==> src/rtl/wpm_pkg.sv <==
package wpm_pkg;

	// default pattern store depth
	localparam int PATTERN_MAX_DEF = 64;

	// pattern wildcard symbols
	localparam logic [7:0] SYM_STAR = 8'd42;
	localparam logic [7:0] SYM_ANY  = 8'd63;

	// request codes
	localparam logic [1:0] REQ_LOAD   = 2'd0;
	localparam logic [1:0] REQ_TEXT   = 2'd1;
	localparam logic [1:0] REQ_REPORT = 2'd2;

	// request beat
	typedef struct packed {
		logic [1:0] req_type;
		logic [7:0] symbol;
		logic       first_of_pattern;
	} wpm_req_t;

	// response beat
	typedef struct packed {
		logic matched;
		logic pattern_overflow;
	} wpm_rsp_t;

	// broadcast control from the top level to every cell
	typedef struct packed {
		logic       load;
		logic       store;
		logic       first;
		logic       text;
		logic       restart;
		logic [7:0] sym;
	} wpm_ctl_t;

	// link from one cell to its right-hand neighbour
	typedef struct packed {
		logic step;
		logic chain;
		logic lead;
		logic wr;
	} wpm_link_t;

endpackage

==> src/rtl/wpm_cell.sv <==
module wpm_cell #(
	parameter int PATTERN_MAX = wpm_pkg::PATTERN_MAX_DEF,
	parameter int IDX         = 0
) (
	input  logic                               clk,
	input  logic                               arst_n,
	input  wpm_pkg::wpm_ctl_t                  ctl,
	input  logic [$clog2(PATTERN_MAX+1)-1:0]   wr_idx,
	input  wpm_pkg::wpm_link_t                 left,
	output wpm_pkg::wpm_link_t                 right,
	output logic                               active
);
	import wpm_pkg::*;

	localparam int LEN_W = $clog2(PATTERN_MAX + 1);

	logic [7:0] sym_q;
	logic       used_q;
	logic       lead_q;
	logic       act_q;

	logic wr;
	logic is_star;
	logic is_any;
	logic next;
	logic lead_d;
	logic used_d;
	logic act_d;

	// symbol decode
	assign wr      = ctl.store & (wr_idx == LEN_W'(IDX));
	assign is_star = (sym_q == SYM_STAR);
	assign is_any  = (sym_q == SYM_ANY);

	// active bit after one text byte, star closure rippling from the left
	assign next = (act_q & used_q & is_star) | left.step | left.chain;

	// start-of-text bit: position zero plus what leading stars reach
	always_comb begin
		lead_d = lead_q;
		if (IDX == 0) begin
			lead_d = 1'b1;
		end else if (ctl.load) begin
			if (left.wr) begin
				lead_d = left.lead & (ctl.sym == SYM_STAR);
			end else if (ctl.first) begin
				lead_d = 1'b0;
			end
		end
	end

	// occupancy of this pattern slot
	always_comb begin
		used_d = used_q;
		if (ctl.store) begin
			used_d = wr | (used_q & ~ctl.first);
		end
	end

	// active bit update
	always_comb begin
		act_d = act_q;
		if (ctl.restart) begin
			act_d = lead_d;
		end else if (ctl.text) begin
			act_d = next;
		end
	end

	// control state
	always_ff @(posedge clk or negedge arst_n) begin
		if (!arst_n) begin
			used_q <= 1'b0;
			lead_q <= (IDX == 0);
			act_q  <= (IDX == 0);
		end else begin
			used_q <= used_d;
			lead_q <= lead_d;
			act_q  <= act_d;
		end
	end

	// stored pattern symbol
	always_ff @(posedge clk) begin
		if (wr) begin
			sym_q <= ctl.sym;
		end
	end

	// hand-off to the next cell
	assign right.step  = act_q & used_q & ~is_star & (is_any | (sym_q == ctl.sym));
	assign right.chain = next & used_q & is_star;
	assign right.lead  = lead_d;
	assign right.wr    = wr;
	assign active      = act_q;

endmodule

==> src/rtl/wildcard_pattern_matcher.sv <==
// Wildcard pattern matcher: '?' matches any one byte, '*' matches any run.
// Request channel (req_valid / req_stall / req) carries three kinds of beat:
//   load  - stores one pattern symbol; first_of_pattern starts a new pattern
//   text  - advances the match by one text byte
//   report- ends the text and returns one response beat
// Response channel (rsp_valid / rsp_stall / rsp) carries matched and
// pattern_overflow, only for report beats.
// One beat per cycle is accepted while req_stall is low, any mix.
// A report's response is visible in the cycle after it is accepted.
// The rate is set by the row of pattern cells: each holds one symbol and
// one active bit, and the star closure ripples through the whole row within
// the cycle of a text byte.
// A pattern longer than PATTERN_MAX symbols drops the excess and reports
// overflow with no match. Any load or report restarts the text.
// Reset leaves an empty pattern, position zero active and no response held.
// While a response is held under rsp_stall, req_stall is raised and the
// response beat stays unchanged.
module wildcard_pattern_matcher #(
	parameter int PATTERN_MAX = wpm_pkg::PATTERN_MAX_DEF
) (
	input  logic              clk,
	input  logic              arst_n,
	input  logic              req_valid,
	output logic              req_stall,
	input  wpm_pkg::wpm_req_t req,
	output logic              rsp_valid,
	input  logic              rsp_stall,
	output wpm_pkg::wpm_rsp_t rsp
);
	import wpm_pkg::*;

	localparam int LEN_W = $clog2(PATTERN_MAX + 1);

	logic [LEN_W-1:0] len_q;
	logic             ovf_q;
	logic             end_lead_q;
	logic             end_act_q;
	logic             rsp_valid_q;
	wpm_rsp_t         rsp_q;

	logic             accept;
	logic             report;
	logic             full;
	logic             hit;
	logic             end_lead_d;
	logic             end_act_d;
	logic             end_next;
	logic [LEN_W-1:0] wr_idx;
	wpm_ctl_t         ctl;
	wpm_link_t        link [PATTERN_MAX+1];
	logic [PATTERN_MAX:0] act_vec;

	// request decode
	assign req_stall = rsp_valid_q & rsp_stall;
	assign accept    = req_valid & ~req_stall;
	assign report    = accept & (req.req_type == REQ_REPORT);
	assign full      = (len_q == LEN_W'(PATTERN_MAX));
	assign wr_idx    = req.first_of_pattern ? '0 : len_q;

	always_comb begin
		ctl.load    = accept & (req.req_type == REQ_LOAD);
		ctl.store   = ctl.load & (req.first_of_pattern | ~full);
		ctl.first   = req.first_of_pattern;
		ctl.text    = accept & (req.req_type == REQ_TEXT);
		ctl.restart = ctl.load | report;
		ctl.sym     = req.symbol;
	end

	// row of pattern cells
	assign link[0] = '0;

	for (genvar g = 0; g < PATTERN_MAX; g++) begin : g_cell
		wpm_cell #(
			.PATTERN_MAX (PATTERN_MAX),
			.IDX         (g)
		) u_cell (
			.clk    (clk),
			.arst_n (arst_n),
			.ctl    (ctl),
			.wr_idx (wr_idx),
			.left   (link[g]),
			.right  (link[g+1]),
			.active (act_vec[g])
		);
	end

	// final position, past the last cell
	assign end_next = link[PATTERN_MAX].step | link[PATTERN_MAX].chain;

	always_comb begin
		end_lead_d = end_lead_q;
		if (ctl.load) begin
			if (link[PATTERN_MAX].wr) begin
				end_lead_d = link[PATTERN_MAX].lead & (ctl.sym == SYM_STAR);
			end else if (ctl.first) begin
				end_lead_d = 1'b0;
			end
		end
	end

	always_comb begin
		end_act_d = end_act_q;
		if (ctl.restart) begin
			end_act_d = end_lead_d;
		end else if (ctl.text) begin
			end_act_d = end_next;
		end
	end

	assign act_vec[PATTERN_MAX] = end_act_q;

	// match at the pattern end
	assign hit = act_vec[len_q] & ~ovf_q;

	// pattern length, overflow and final position
	always_ff @(posedge clk or negedge arst_n) begin
		if (!arst_n) begin
			len_q      <= '0;
			ovf_q      <= 1'b0;
			end_lead_q <= 1'b0;
			end_act_q  <= 1'b0;
		end else begin
			end_lead_q <= end_lead_d;
			end_act_q  <= end_act_d;
			if (ctl.load) begin
				if (req.first_of_pattern) begin
					len_q <= LEN_W'(1);
					ovf_q <= 1'b0;
				end else if (full) begin
					ovf_q <= 1'b1;
				end else begin
					len_q <= len_q + LEN_W'(1);
				end
			end
		end
	end

	// response output register
	always_ff @(posedge clk or negedge arst_n) begin
		if (!arst_n) begin
			rsp_valid_q <= 1'b0;
		end else if (report) begin
			rsp_valid_q <= 1'b1;
		end else if (!rsp_stall) begin
			rsp_valid_q <= 1'b0;
		end
	end

	always_ff @(posedge clk) begin
		if (report) begin
			rsp_q.matched          <= hit;
			rsp_q.pattern_overflow <= ovf_q;
		end
	end

	assign rsp_valid = rsp_valid_q;
	assign rsp       = rsp_q;

endmodule

==> config.mk <==
export PLATFORM = sky130hd
export DESIGN_NAME = wildcard_pattern_matcher
export DESIGN_NICKNAME = d
export VERILOG_FILES = /design/src/rtl/wpm_pkg.sv /design/src/rtl/wpm_cell.sv /design/src/rtl/wildcard_pattern_matcher.sv
export SDC_FILE = /design/constraint.sdc
export NUM_CORES = 1
export LEC_CHECK = 0
export ABC_AREA = 1
export BUFFER_PORTS_ARGS = -buffer_cell sky130_fd_sc_hd__buf_2
export CAP_MARGIN = 25
export CORE_MARGIN = 2
export CORE_UTILIZATION = 30
export CTS_CLUSTER_SIZE = 12
export DETAILED_ROUTE_END_ITERATION = 8
export RECOVER_POWER = 50
export SLEW_MARGIN = 10
export SYNTH_ARGS = -nofsm -noshare
export SYNTH_HDL_FRONTEND = slang
export SYNTH_SLANG_ARGS = --single-unit
export TNS_END_PERCENT = 5
==> constraint.sdc <==
create_clock -name clk -period 12.8 [get_ports clk]
set_clock_uncertainty 0.15 [all_clocks]
set_input_delay 0 -clock clk [delete_from_list [all_inputs] [get_ports clk]]
set_output_delay 0 -clock clk [all_outputs]
set_load 0.005 [all_outputs]
==> flow_metrics.py <==
metrics = {
    "synthesis": {
        "yosys_warnings": 0,
        "avgSynthCellArea_um2": 9.48,
        "syn_inst": 3992,
        "synth_edf_count": 514,
        "async_flop_share_pct": 28.2,
        "synth-seq-cells": 716,
        "synth_flop_cell": "edfxtp_1",
        "synth_nets": 4009,
        "synth.distinct_cells": 77,
        "netlist_area_um2": 37800,
        "ys_seq_area_share_pct": 54.2,
    },
    "sta": {
        "slew_headroom_pct": -173,
        "setup_violations": 0,
        "rsz0062_at_grt": "false",
        "hold_viol_final": 0,
        "max_slew.worst_pin.slew_ps": 4090,
        "fin_crit_ps": 11530,
        "post-route-period-util_pct": 90.0,
        "finalSetupTns_ps": 0,
        "finalMaxSlewViolations": 609,
        "setup_slack_ps": 1270,
        "max_freq_ghz": 0.0868,
    },
    "placed_design": {
        "place.gp.congestion": 0.907,
        "postPlaceCellArea_um2": 39800,
        "io_buffers": 18,
        "hpwl_um": 74400,
        "post-place-ws_ps": 1530,
        "dp_cells": 5573,
    },
    "grt": {
        "grt_pass1_wl_um": 175000,
        "grt_usage_pct": 17.4,
        "grt_max_degree": 73,
        "grt_overflow": 0,
        "grt_pass1_vias": 28800,
        "antenna_found_initial": 1,
    },
    "clocking": {
        "htreeDepth": 3,
        "cts_tree": "done",
        "clock-sinks": 716,
        "cts_buffer_depth": 3,
        "postCtsSetupBuffers": 0,
        "clock_latency_ps": 650,
        "root_buffer": "clkbuf_16",
        "path_clk_slew_ps": 60,
        "cts_made_buffers": 77,
        "cts-resized-gates": 0,
    },
    "setup_path": {
        "rr_startpoint": "g_cell[2].u_cell.sym_q[2]",
        "endpoint_kind": "flop",
        "cp.required_ps": 13220,
        "r2r_end": "end_act_q",
        "regToRegSetupSlack_ps": 1360,
        "crit_top_cell": "nand2_1",
        "path_class": "input pin to flop",
        "cpLargestDelayFamily": "simple AND/OR/NAND/NOR gates",
        "cp_max_fo": 51,
        "worstSetupStartpointType": "input pin",
        "reg2regPathDepth": 124,
        "max_stage_delay_ps": 2590,
        "crit_arrival_ps": 11940,
        "path_buf_inv": 4,
        "slowest_stage": "clkbuf_1",
    },
    "final_layout": {
        "seqCellArea_um2": 20500,
        "stdcell_count": 5739,
        "nFillCells": 12500,
        "final_net_count": 4041,
        "drive_gt1_share_pct": 13.9,
        "area_growth_pct": 11.8,
        "finalInstanceArea_um2": 42300,
        "multi_input_area_um2": 14800,
    },
    "run": {
        "drv_cap": 17,
    },
    "drt": {
        "drc": 0,
        "dr.pass1.iters": 6,
        "wire_per_inst_um": 20.0,
        "viasPerCell": 5.19,
        "ant_nets": 0,
        "dr.first_iter.drc_count": 3000,
        "vias": 29800,
        "drt-total-wl_um": 115000,
    },
    "min_path": {
        "holdPathStages": 2,
        "holdPathEnd": "g_cell[24].u_cell.sym_q[6]",
        "hold_start": "req[7]",
        "hold_class": "input pin to flop",
    },
    "floorplanning": {
        "die_w_um": 359,
        "ioPinCount": 19,
        "coreArea_um2": 125000,
        "die_y_um": 359,
        "die_area_um2": 129000,
        "start_util_pct": 30.2,
        "rows": 130,
    },
    "outcome": {
        "violations": "capacitance limit, slew limit",
        "status": "finished with violations",
    },
    "power_and_ir_drop": {
        "p_total_mw": 5.50,
        "power_density_nw_per_um2": 130,
        "worst_ir_drop_vdd_mv": 0.0829,
        "p_leak_nw": 15.4,
    },
}
## per-stage QoR
step	util, %	hold slack (ps)
after global routing	33.7	161
after detailed placement	31.7	-138
after CTS	33.8	121
after floorplan	-	-446
after global placement	31.7	-150
final	33.7	169
## state kept, by name (all words and copies together), names as in the netlist
| name | count |
|---|---|
| rsp_valid | 1 |
| g_cell.u_cell.lead_q | 63 |
| end_act_q | 1 |
| g_cell.u_cell.active | 64 |
| len_q | 7 |
| ovf_q | 1 |
| end_lead_q | 1 |
| g_cell.u_cell.used_q | 64 |
| g_cell.u_cell.sym_q | 512 |
| rsp | 2 |
## power by group
group	switching [mW]	total, mW	internal [mW]
logic	0.455	0.645	0.190
registers	0.0839	2.68	2.60
clock network	0.935	2.17	1.24
## cell type report
type | count | share of cell area, %
Antenna cell | 1 | 0.00592
Tap cell | 1650 | 4.88
Timing Repair Buffer | 107 | 1.80
Inverter | 447 | 4.05
Clock buffer | 111 | 5.10
Multi-Input combinational cell | 2675 | 35.1
Clock inverter | 32 | 0.586
Sequential cell | 716 | 48.5
## cell families (layout without fill, tap and decap cells)
| family | Yosys count | in the layout | share of synthesized area, % |
|---|---|---|---|
| flops | 716 | 716 | 54.2 |
| buf+inv | 601 | 697 | 6.61 |
| xor+xnor | 207 | 207 | 4.79 |
| compound gates | 473 | 473 | 8.46 |
| fa+ha+maj | 2 | 2 | 0.0661 |
| other cells | 0 | 1 | 0 |
| simple gates | 1993 | 1993 | 25.9 |
## repair_timing
action / CTS / global route
hold buffers: 20 / 0
setup endpoints to repair: 0 / 0
hold endpoints to repair: 365 / 0
## synth_stat cells, drive strengths merged, types with 5 or more instances
library cell	count	area share, %
a2111oi	9	0.22
a21boi	19	0.38
a21oi	72	0.95
a22oi	20	0.40
a31oi	75	1.3
a32oi	6	0.14
buf	54	0.98
clkbuf	100	1.1
dfrtp	201	13
edfxtp	514	41
inv	445	4.5
nand2	910	9.6
nand3	209	3.7
nand4	168	2.9
nor2	323	3.4
nor3	61	0.82
nor4	92	1.6
o2111a	17	0.51
o2111ai	32	0.74
o211ai	25	0.51
o21a	8	0.16
o21ai	116	1.5
o221ai	27	0.63
o22ai	12	0.20
o32ai	8	0.19
o41ai	11	0.25
or2	211	3.5
or3	5	0.083
or4	10	0.21
xnor2	196	4.5
xor2	11	0.25
## cell usage in the layout (no fill, tap or decap), types with 72 or more instances in the layout
| cell | instances |
|---|---|
| inv_1 | 425 |
| o21ai_0 | 116 |
| clkbuf_16 | 79 |
| nand2_2 | 76 |
| nand4_1 | 164 |
| nor4_1 | 88 |
| a21oi_1 | 72 |
| dfrtp_1 | 201 |
| nand3_1 | 137 |
| nand2_1 | 833 |
| a31oi_1 | 74 |
| nor2_1 | 308 |
| xnor2_1 | 196 |
| or2_2 | 203 |
| edfxtp_1 | 514 |
## how the worst max path moves through the flow
stage	startpoint	endpoint	slack (ps)	cells after the start
after CTS	g_cell[0].u_cell.sym_q[7]	end_act_q	1510	126
after floorplan	len_q[0]	end_act_q	3240	131
after detailed placement	req[7]	end_act_q	1530	129
after global routing	g_cell[0].u_cell.sym_q[7]	end_act_q	3	127
after global placement	req[7]	end_act_q	1560	129
final	req[3]	end_act_q	1270	93
## routing by layer
metal | up-vias | global-route usage [%] | routed length [um]
li1 | 13800 | - | -
met1 | 14600 | 23.1 | 48900
met2 | 1154 | 28.9 | 53400
met3 | 232 | 2.44 | 8620
met4 | 0 | 6.51 | 3730
met5 | - | 0 | 0
## worst register-to-register path: cells and delay by family (launching register included)
| family | cells | cell delay (ps) |
|---|---|---|
| DFF | 1 | 460 |
| xor gates and xnor gates | 1 | 330 |
| and+or+nand+nor | 112 | 8540 |
| AOI/OAI and AO/OA | 11 | 1830 |
Note: power is estimated with default switching activity, not from simulation.
